--- config.mk ---
export PLATFORM = sky130hd
export DESIGN_NAME = signed_integer_to_radix_text
export DESIGN_NICKNAME = d
export VERILOG_FILES = /design/src/sirt_pkg.sv /design/src/signed_integer_to_radix_text.sv /design/src/sirt_divider.sv
export SDC_FILE = /design/constraint.sdc
export NUM_CORES = 1
export LEC_CHECK = 0
export BUFFER_PORTS_ARGS = -buffer_cell sky130_fd_sc_hd__buf_2
export CAP_MARGIN = 10
export CORE_MARGIN = 1.5
export CORE_UTILIZATION = 30
export CTS_BUF_LIST = sky130_fd_sc_hd__clkbuf_8
export DETAILED_ROUTE_END_ITERATION = 7
export GPL_ROUTABILITY_DRIVEN = 0
export RECOVER_POWER = 50
export SKIP_CTS_REPAIR_TIMING = 1
export SYNTH_ARGS = -nofsm -noshare
export SYNTH_HDL_FRONTEND = slang
export SYNTH_HIERARCHICAL = 1
export SYNTH_SLANG_ARGS = --single-unit
--- constraint.sdc ---
create_clock -name clk -period 11 [get_ports clk]
set_input_delay 0 -clock clk [delete_from_list [all_inputs] [get_ports clk]]
set_output_delay 0 -clock clk [all_outputs]
set_load 0.03 [all_outputs]
--- src/sirt_pkg.sv ---
package sirt_pkg;

    localparam int VALUE_W             = 32;
    localparam int CHAR_W              = 8;
    localparam int CFG_SIZE_W          = 5;
    localparam int SYM_WORD_W          = 64;
    localparam int CFG_INDEX_W         = 2;
    localparam int CFG_DATA_W          = 64;
    localparam int NUM_SLOTS           = 16;
    localparam int SLOT_W              = 4;
    localparam int DEFAULT_MAX_SYMBOLS = 16;
    localparam int DIGITS_MAX          = 32;
    localparam int DIGIT_IDX_W         = 5;
    localparam int DIV_STEPS           = 8;
    localparam int DIV_ITERS           = VALUE_W / DIV_STEPS;
    localparam int DIV_CNT_W           = $clog2(DIV_ITERS);

    localparam logic [CHAR_W-1:0] CHAR_PLUS  = 8'h2B;
    localparam logic [CHAR_W-1:0] CHAR_MINUS = 8'h2D;
    localparam logic [CHAR_W-1:0] CHAR_SPACE = 8'h20;
    localparam logic [CHAR_W-1:0] CHAR_LOW   = 8'd32;
    localparam logic [CHAR_W-1:0] CHAR_HIGH  = 8'd127;

    typedef enum logic [CFG_INDEX_W-1:0] {
        REG_ALPHABET_SIZE = 2'd0,
        REG_SYMBOLS_LOW   = 2'd1,
        REG_SYMBOLS_HIGH  = 2'd2
    } cfg_reg_t;

    typedef enum logic [2:0] {
        ST_IDLE,
        ST_CHECK,
        ST_DIVIDE,
        ST_SIGN,
        ST_EMIT
    } state_t;

    typedef struct packed {
        logic                  start;
        logic [VALUE_W-1:0]    dividend;
        logic [CFG_SIZE_W-1:0] divisor;
    } div_req_t;

    typedef struct packed {
        logic                  done;
        logic [VALUE_W-1:0]    quotient;
        logic [CFG_SIZE_W-1:0] remainder;
    } div_rsp_t;

    function automatic logic char_bad(input logic [CHAR_W-1:0] c);
        return (c == CHAR_PLUS) || (c == CHAR_MINUS) || (c == CHAR_SPACE) ||
               (c < CHAR_LOW) || (c >= CHAR_HIGH);
    endfunction

endpackage

--- src/signed_integer_to_radix_text.sv ---
// Each digit costs one pass of the divider, which serves every digit in turn.
// A new value is taken only in idle, once the previous one is finished or dropped.
// A bad alphabet size drops the value at once; a bad symbol ends it during the symbol check.
// rst_n is asynchronous and active low; it clears the configuration and the sequencer to idle.
module signed_integer_to_radix_text
    import sirt_pkg::*;
#(
    parameter int MAX_SYMBOLS = DEFAULT_MAX_SYMBOLS
)
(
    input  logic                      clk,
    input  logic                      rst_n,
    input  logic                      start,
    output logic                      busy,
    input  logic signed [VALUE_W-1:0] value,
    output logic                      strobe,
    output logic [CHAR_W-1:0]         char_code,
    output logic                      last_char,
    input  logic                      cfg_valid,
    output logic                      cfg_ready,
    input  logic [CFG_INDEX_W-1:0]    cfg_index,
    input  logic [CFG_DATA_W-1:0]     cfg_data
);

    localparam int SYM_W = $clog2(MAX_SYMBOLS);

    logic [CFG_SIZE_W-1:0] size_reg;
    logic [SYM_WORD_W-1:0] symbols_low_reg;
    logic [SYM_WORD_W-1:0] symbols_high_reg;
    logic [2*SYM_WORD_W-1:0] all_sym;

    state_t                 state_reg, state_next;
    logic [SYM_W-1:0]       chk_reg, chk_next;
    logic [VALUE_W-1:0]     mag_reg, mag_next;
    logic                   neg_reg, neg_next;
    logic [DIGIT_IDX_W-1:0] nd_reg, nd_next;
    logic [DIGIT_IDX_W-1:0] ptr_reg, ptr_next;
    logic                   strobe_reg, strobe_next;
    logic [CHAR_W-1:0]      char_reg, char_next;
    logic                   last_reg, last_next;
    logic [SYM_W-1:0]       stack_reg [DIGITS_MAX];
    logic                   push;

    logic                   size_ok;
    logic [CHAR_W-1:0]      chk_char;
    logic                   chk_bad;
    logic                   chk_last;
    logic [CFG_SIZE_W-1:0]  chk_ext;

    div_req_t div_req;
    div_rsp_t div_rsp;

    sirt_divider u_divider
    (
        .clk   (clk),
        .rst_n (rst_n),
        .req   (div_req),
        .rsp   (div_rsp)
    );

    assign cfg_ready = 1'b1;

    always_ff @(posedge clk or negedge rst_n)
    begin
        if (!rst_n)
        begin
            size_reg         <= '0;
            symbols_low_reg  <= '0;
            symbols_high_reg <= '0;
        end
        else if (cfg_valid && cfg_ready)
        begin
            unique case (cfg_index)
                REG_ALPHABET_SIZE: size_reg         <= cfg_data[CFG_SIZE_W-1:0];
                REG_SYMBOLS_LOW:   symbols_low_reg  <= cfg_data;
                REG_SYMBOLS_HIGH:  symbols_high_reg <= cfg_data;
                default:           ;
            endcase
        end
    end

    assign all_sym = {symbols_high_reg, symbols_low_reg};

    function automatic logic [CHAR_W-1:0] sym_at(input logic [2*SYM_WORD_W-1:0] s,
                                                 input logic [SLOT_W-1:0] idx);
        return s[idx*CHAR_W +: CHAR_W];
    endfunction

    assign size_ok  = (size_reg >= CFG_SIZE_W'(2)) &&
                      (size_reg <= CFG_SIZE_W'(MAX_SYMBOLS));
    assign chk_ext  = CFG_SIZE_W'(chk_reg);
    assign chk_char = sym_at(all_sym, SLOT_W'(chk_reg));
    assign chk_last = (chk_ext == size_reg - 1'b1);

    // The symbol under check is compared against every later symbol in use.
    always_comb
    begin
        chk_bad = char_bad(chk_char);
        for (int j = 0; j < MAX_SYMBOLS; j++)
        begin
            if ((CFG_SIZE_W'(j) > chk_ext) && (CFG_SIZE_W'(j) < size_reg) &&
                (sym_at(all_sym, SLOT_W'(j)) == chk_char))
            begin
                chk_bad = 1'b1;
            end
        end
    end

    always_comb
    begin
        state_next       = state_reg;
        chk_next         = chk_reg;
        mag_next         = mag_reg;
        neg_next         = neg_reg;
        nd_next          = nd_reg;
        ptr_next         = ptr_reg;
        strobe_next      = 1'b0;
        char_next        = char_reg;
        last_next        = 1'b0;
        push             = 1'b0;
        div_req.start    = 1'b0;
        div_req.dividend = mag_reg;
        div_req.divisor  = size_reg;
        unique case (state_reg)
            ST_IDLE:
            begin
                if (start && size_ok)
                begin
                    neg_next   = value[VALUE_W-1];
                    mag_next   = value[VALUE_W-1] ? (VALUE_W'(0) - VALUE_W'(value))
                                                  : VALUE_W'(value);
                    chk_next   = '0;
                    nd_next    = '0;
                    state_next = ST_CHECK;
                end
            end
            ST_CHECK:
            begin
                if (chk_bad)
                begin
                    state_next = ST_IDLE;
                end
                else if (chk_last)
                begin
                    div_req.start = 1'b1;
                    state_next    = ST_DIVIDE;
                end
                else
                begin
                    chk_next = chk_reg + 1'b1;
                end
            end
            ST_DIVIDE:
            begin
                if (div_rsp.done)
                begin
                    push    = 1'b1;
                    nd_next = nd_reg + 1'b1;
                    if ((div_rsp.quotient != '0) && (nd_reg != '1))
                    begin
                        div_req.start    = 1'b1;
                        div_req.dividend = div_rsp.quotient;
                    end
                    else
                    begin
                        ptr_next   = nd_reg;
                        state_next = neg_reg ? ST_SIGN : ST_EMIT;
                    end
                end
            end
            ST_SIGN:
            begin
                strobe_next = 1'b1;
                char_next   = CHAR_MINUS;
                state_next  = ST_EMIT;
            end
            ST_EMIT:
            begin
                strobe_next = 1'b1;
                char_next   = sym_at(all_sym, SLOT_W'(stack_reg[ptr_reg]));
                last_next   = (ptr_reg == '0);
                if (ptr_reg == '0)
                begin
                    state_next = ST_IDLE;
                end
                else
                begin
                    ptr_next = ptr_reg - 1'b1;
                end
            end
            default:
            begin
                state_next = ST_IDLE;
            end
        endcase
    end

    always_ff @(posedge clk or negedge rst_n)
    begin
        if (!rst_n)
        begin
            state_reg  <= ST_IDLE;
            strobe_reg <= 1'b0;
            last_reg   <= 1'b0;
        end
        else
        begin
            state_reg  <= state_next;
            strobe_reg <= strobe_next;
            last_reg   <= last_next;
        end
    end

    always_ff @(posedge clk)
    begin
        chk_reg  <= chk_next;
        mag_reg  <= mag_next;
        neg_reg  <= neg_next;
        nd_reg   <= nd_next;
        ptr_reg  <= ptr_next;
        char_reg <= char_next;
        if (push)
        begin
            stack_reg[nd_reg] <= div_rsp.remainder[SYM_W-1:0];
        end
    end

    assign busy      = (state_reg != ST_IDLE);
    assign strobe    = strobe_reg;
    assign char_code = char_reg;
    assign last_char = last_reg;

endmodule

--- src/sirt_divider.sv ---
module sirt_divider
    import sirt_pkg::*;
(
    input  logic     clk,
    input  logic     rst_n,
    input  div_req_t req,
    output div_rsp_t rsp
);

    logic                  busy_reg, busy_next;
    logic                  done_reg, done_next;
    logic [DIV_CNT_W-1:0]  cnt_reg, cnt_next;
    logic [VALUE_W-1:0]    quo_reg, quo_next;
    logic [CFG_SIZE_W-1:0] rem_reg, rem_next;
    logic [CFG_SIZE_W-1:0] dvs_reg, dvs_next;

    logic [VALUE_W-1:0]    q_step;
    logic [CFG_SIZE_W-1:0] r_step;
    logic [CFG_SIZE_W-1:0] trial;

    // Restoring division, several quotient bits per cycle. The remainder
    // stays below the divisor, so its top bit is always free for the shift.
    always_comb
    begin
        q_step = quo_reg;
        r_step = rem_reg;
        trial  = '0;
        for (int k = 0; k < DIV_STEPS; k++)
        begin
            trial = {r_step[CFG_SIZE_W-2:0], q_step[VALUE_W-1]};
            if (trial >= dvs_reg)
            begin
                r_step = trial - dvs_reg;
                q_step = {q_step[VALUE_W-2:0], 1'b1};
            end
            else
            begin
                r_step = trial;
                q_step = {q_step[VALUE_W-2:0], 1'b0};
            end
        end
    end

    always_comb
    begin
        busy_next = busy_reg;
        done_next = 1'b0;
        cnt_next  = cnt_reg;
        quo_next  = quo_reg;
        rem_next  = rem_reg;
        dvs_next  = dvs_reg;
        if (req.start)
        begin
            busy_next = 1'b1;
            cnt_next  = '0;
            quo_next  = req.dividend;
            rem_next  = '0;
            dvs_next  = req.divisor;
        end
        else if (busy_reg)
        begin
            quo_next = q_step;
            rem_next = r_step;
            cnt_next = cnt_reg + 1'b1;
            if (cnt_reg == DIV_CNT_W'(DIV_ITERS - 1))
            begin
                busy_next = 1'b0;
                done_next = 1'b1;
            end
        end
    end

    always_ff @(posedge clk or negedge rst_n)
    begin
        if (!rst_n)
        begin
            busy_reg <= 1'b0;
            done_reg <= 1'b0;
            cnt_reg  <= '0;
        end
        else
        begin
            busy_reg <= busy_next;
            done_reg <= done_next;
            cnt_reg  <= cnt_next;
        end
    end

    always_ff @(posedge clk)
    begin
        quo_reg <= quo_next;
        rem_reg <= rem_next;
        dvs_reg <= dvs_next;
    end

    assign rsp.done      = done_reg;
    assign rsp.quotient  = quo_reg;
    assign rsp.remainder = rem_reg;

endmodule

==> summary.txt <==
Run status
  – Status: complete, but fails checks
  – Failing checks: max-capacitance violations, max-slew violations

Run
  – MaxCap Viol Count: 7

Global route
  – First-pass GRT wire length: 87.4 mm
  – Tot GR Track Use: 0.157
  – Initial antenna violation count: 5
  – Largest net degree at the start of global routing: 75
  – Number of global-route vias before repair: 14600
  – Grt ovf: 0

Finish
  – Final net count: 2054
  – Synthesis-to-finish area growth: 20.4%
  – Util after Layout: 0.364
  – Largest register FFs: 128
  – Layout cells sized above 1: 0.280
  – Filler Cell Count: 6802

Setup path
  – Critical path required time: 11.58 ns
  – CP peak stage delay: 0.40 ns
  – Worst-path maximum fanout: 8
  – Reg2Reg Capture Point: u_divider/rem_reg[2]$_SDFFE_PP0P_
  – Startpoint types: register
  – Crit Path Category: reg -> reg
  – Worst path most repeated cell: ha_1
  – Worst R2R Start: u_divider/dvs_reg[1]$_DFFE_PP_
  – Critical path capture point type: register
  – R2R cell count: 46
  – Arr. time, crit path: 11.17 ns
  – Reg-to-reg slack, setup: 0.40 ns
  – CP max stage cell: or3b_4

Timing
  – Fin crit period: 10.60 ns
  – Count of final setup violators: 0
  – Final worst-path cycle share: 0.963
  – Clock skew: 0.0348 ns
  – Final Hold Viols: 0
  – Slew HR: -1.64
  – Fmax: 0.0944 GHz
  – Setup TNS Final: 0 ns
  – Count of pins over their slew limit: 386
  – Worst Max-Slew Pin Slew: 3.96 ns

Min path
  – Hold Path Depth: 3
  – Hold Crit Class: in -> reg
  – Hold Path End: symbols_high_reg[58]$_DFFE_PN0P_
  – Hold wc startpoint: cfg_data[58]

Drt
  – Drt total wl: 57.6 mm
  – Remaining antenna violation count: 0
  – # DRC: 0
  – Pre-Repair DR Iteration Count: 5
  – Routed WL per cell: 20.0 um
  – Vias/cell: 5.08
  – DR iter-0 viols: 972
  – Vias: 14700

Clocking
  – Clk root buf: clkbuf_8
  – Longest Clk Path Bufs: 3
  – TritonCTS clock tree: built
  – Worst skew pair latency: 0.70 ns
  – # H-tree levels: 2
  – Reg clk slew, reported paths: 0.07 ns
  – CTS buffer count: 61
  – Clock sink count: 371

Floorplanning
  – Die area: 0.0720 mm2
  – Core ar.: 0.0699 mm2
  – Die X-Extent: 268 um
  – Top Ports: 114
  – Die Y-Extent: 268 um
  – Starting density of the core: 0.302
  – Std-Cell Rows: 97

Place
  – Buffers added on ports: 112
  – Post-DP HPWL: 40.1 mm

Synthesis
  – Synth Net Count: 1803
  – Mapped Cells: 1638
  – Post-Syn Area per Cell: 12.9 um2
  – Post-Syn Area: 0.0211 mm2
  – Yosys Warn Count: 6
==> metrics by stage <==
stage	hold slack, ns	setup WS [ns]	cells	instance area [um2]
CTS	-0.697	-0.155	2749	24100
global placement	0.0315	0.358	2633	22800
floorplan	-0.296	0.424	1638	21100
global route	0.0672	-0.175	2885	25400
finish	0.0862	0.404	2885	25400
detailed placement	0.0410	-0.112	2633	22800
==> layout make-up <==
| type | count | area (um2) | share of cell area |
|---|---|---|---|
| clock inverter | 46 | 312 | 0.0122 |
| antenna | 3 | 7.51 | 0.000295 |
| inverter | 46 | 173 | 0.00679 |
| sequential | 371 | 10300 | 0.407 |
| tap | 940 | 1180 | 0.0462 |
| multi-input combinational | 1131 | 10400 | 0.408 |
| timing repair buffer | 278 | 2080 | 0.0817 |
| clock buffer | 70 | 963 | 0.0379 |
==> cell usage in the layout (no fill, tap or decap), types with 33 or more instances in the layout <==
cell           count
nand2_1           67
a21oi_1           44
inv_1             56
xor2_1            90
ha_1              53
xnor2_1           82
edfxtp_1         220
dfrtp_1          142
buf_4             33
mux2_2           203
mux2i_1           56
mux4_2            72
o21ai_0           38
nor2_1            72
dlygate4sd3_1    126
buf_2             98
clkbuf_8          70
==> worst max-delay path: cells and delay by family (launching register included) <==
kind	cells	cell delay [ns]
AO/OA/AOI/OAI	26	5.30
adder cells (fa/ha/maj)	8	2.35
multiplexers	3	1.06
AND/OR/NAND/NOR	6	1.05
flip-flops	1	0.38
buffers and inverters	3	0.35
==> per-layer routing <==
layer / GRT usage / share of wire
met2: 0.247 / 0.46
met5: 0 / 0.00012
met3: 0.0422 / 0.064
met4: 0.0588 / 0.035
met1: 0.207 / 0.44
==> worst max-delay path by stage <==
stage | slack (ns) | start | endpoint
CTS | -0.15 | u_divider/dvs_reg[1]$_DFFE_PP_ | u_divider/rem_reg[3]$_SDFFE_PP0P_
global placement | 0.36 | u_divider/dvs_reg[1]$_DFFE_PP_ | u_divider/rem_reg[2]$_SDFFE_PP0P_
global route | -0.18 | u_divider/dvs_reg[1]$_DFFE_PP_ | u_divider/rem_reg[3]$_SDFFE_PP0P_
floorplan | 0.42 | u_divider/dvs_reg[1]$_DFFE_PP_ | u_divider/quo_reg[0]$_DFFE_PP_
detailed placement | -0.11 | u_divider/dvs_reg[1]$_DFFE_PP_ | u_divider/rem_reg[3]$_SDFFE_PP0P_
finish | 0.40 | u_divider/dvs_reg[1]$_DFFE_PP_ | u_divider/rem_reg[2]$_SDFFE_PP0P_
Power is left out: the tool's default activity adds up to more than one toggle a clock period on the data nets, which glitch-free logic cannot reach.
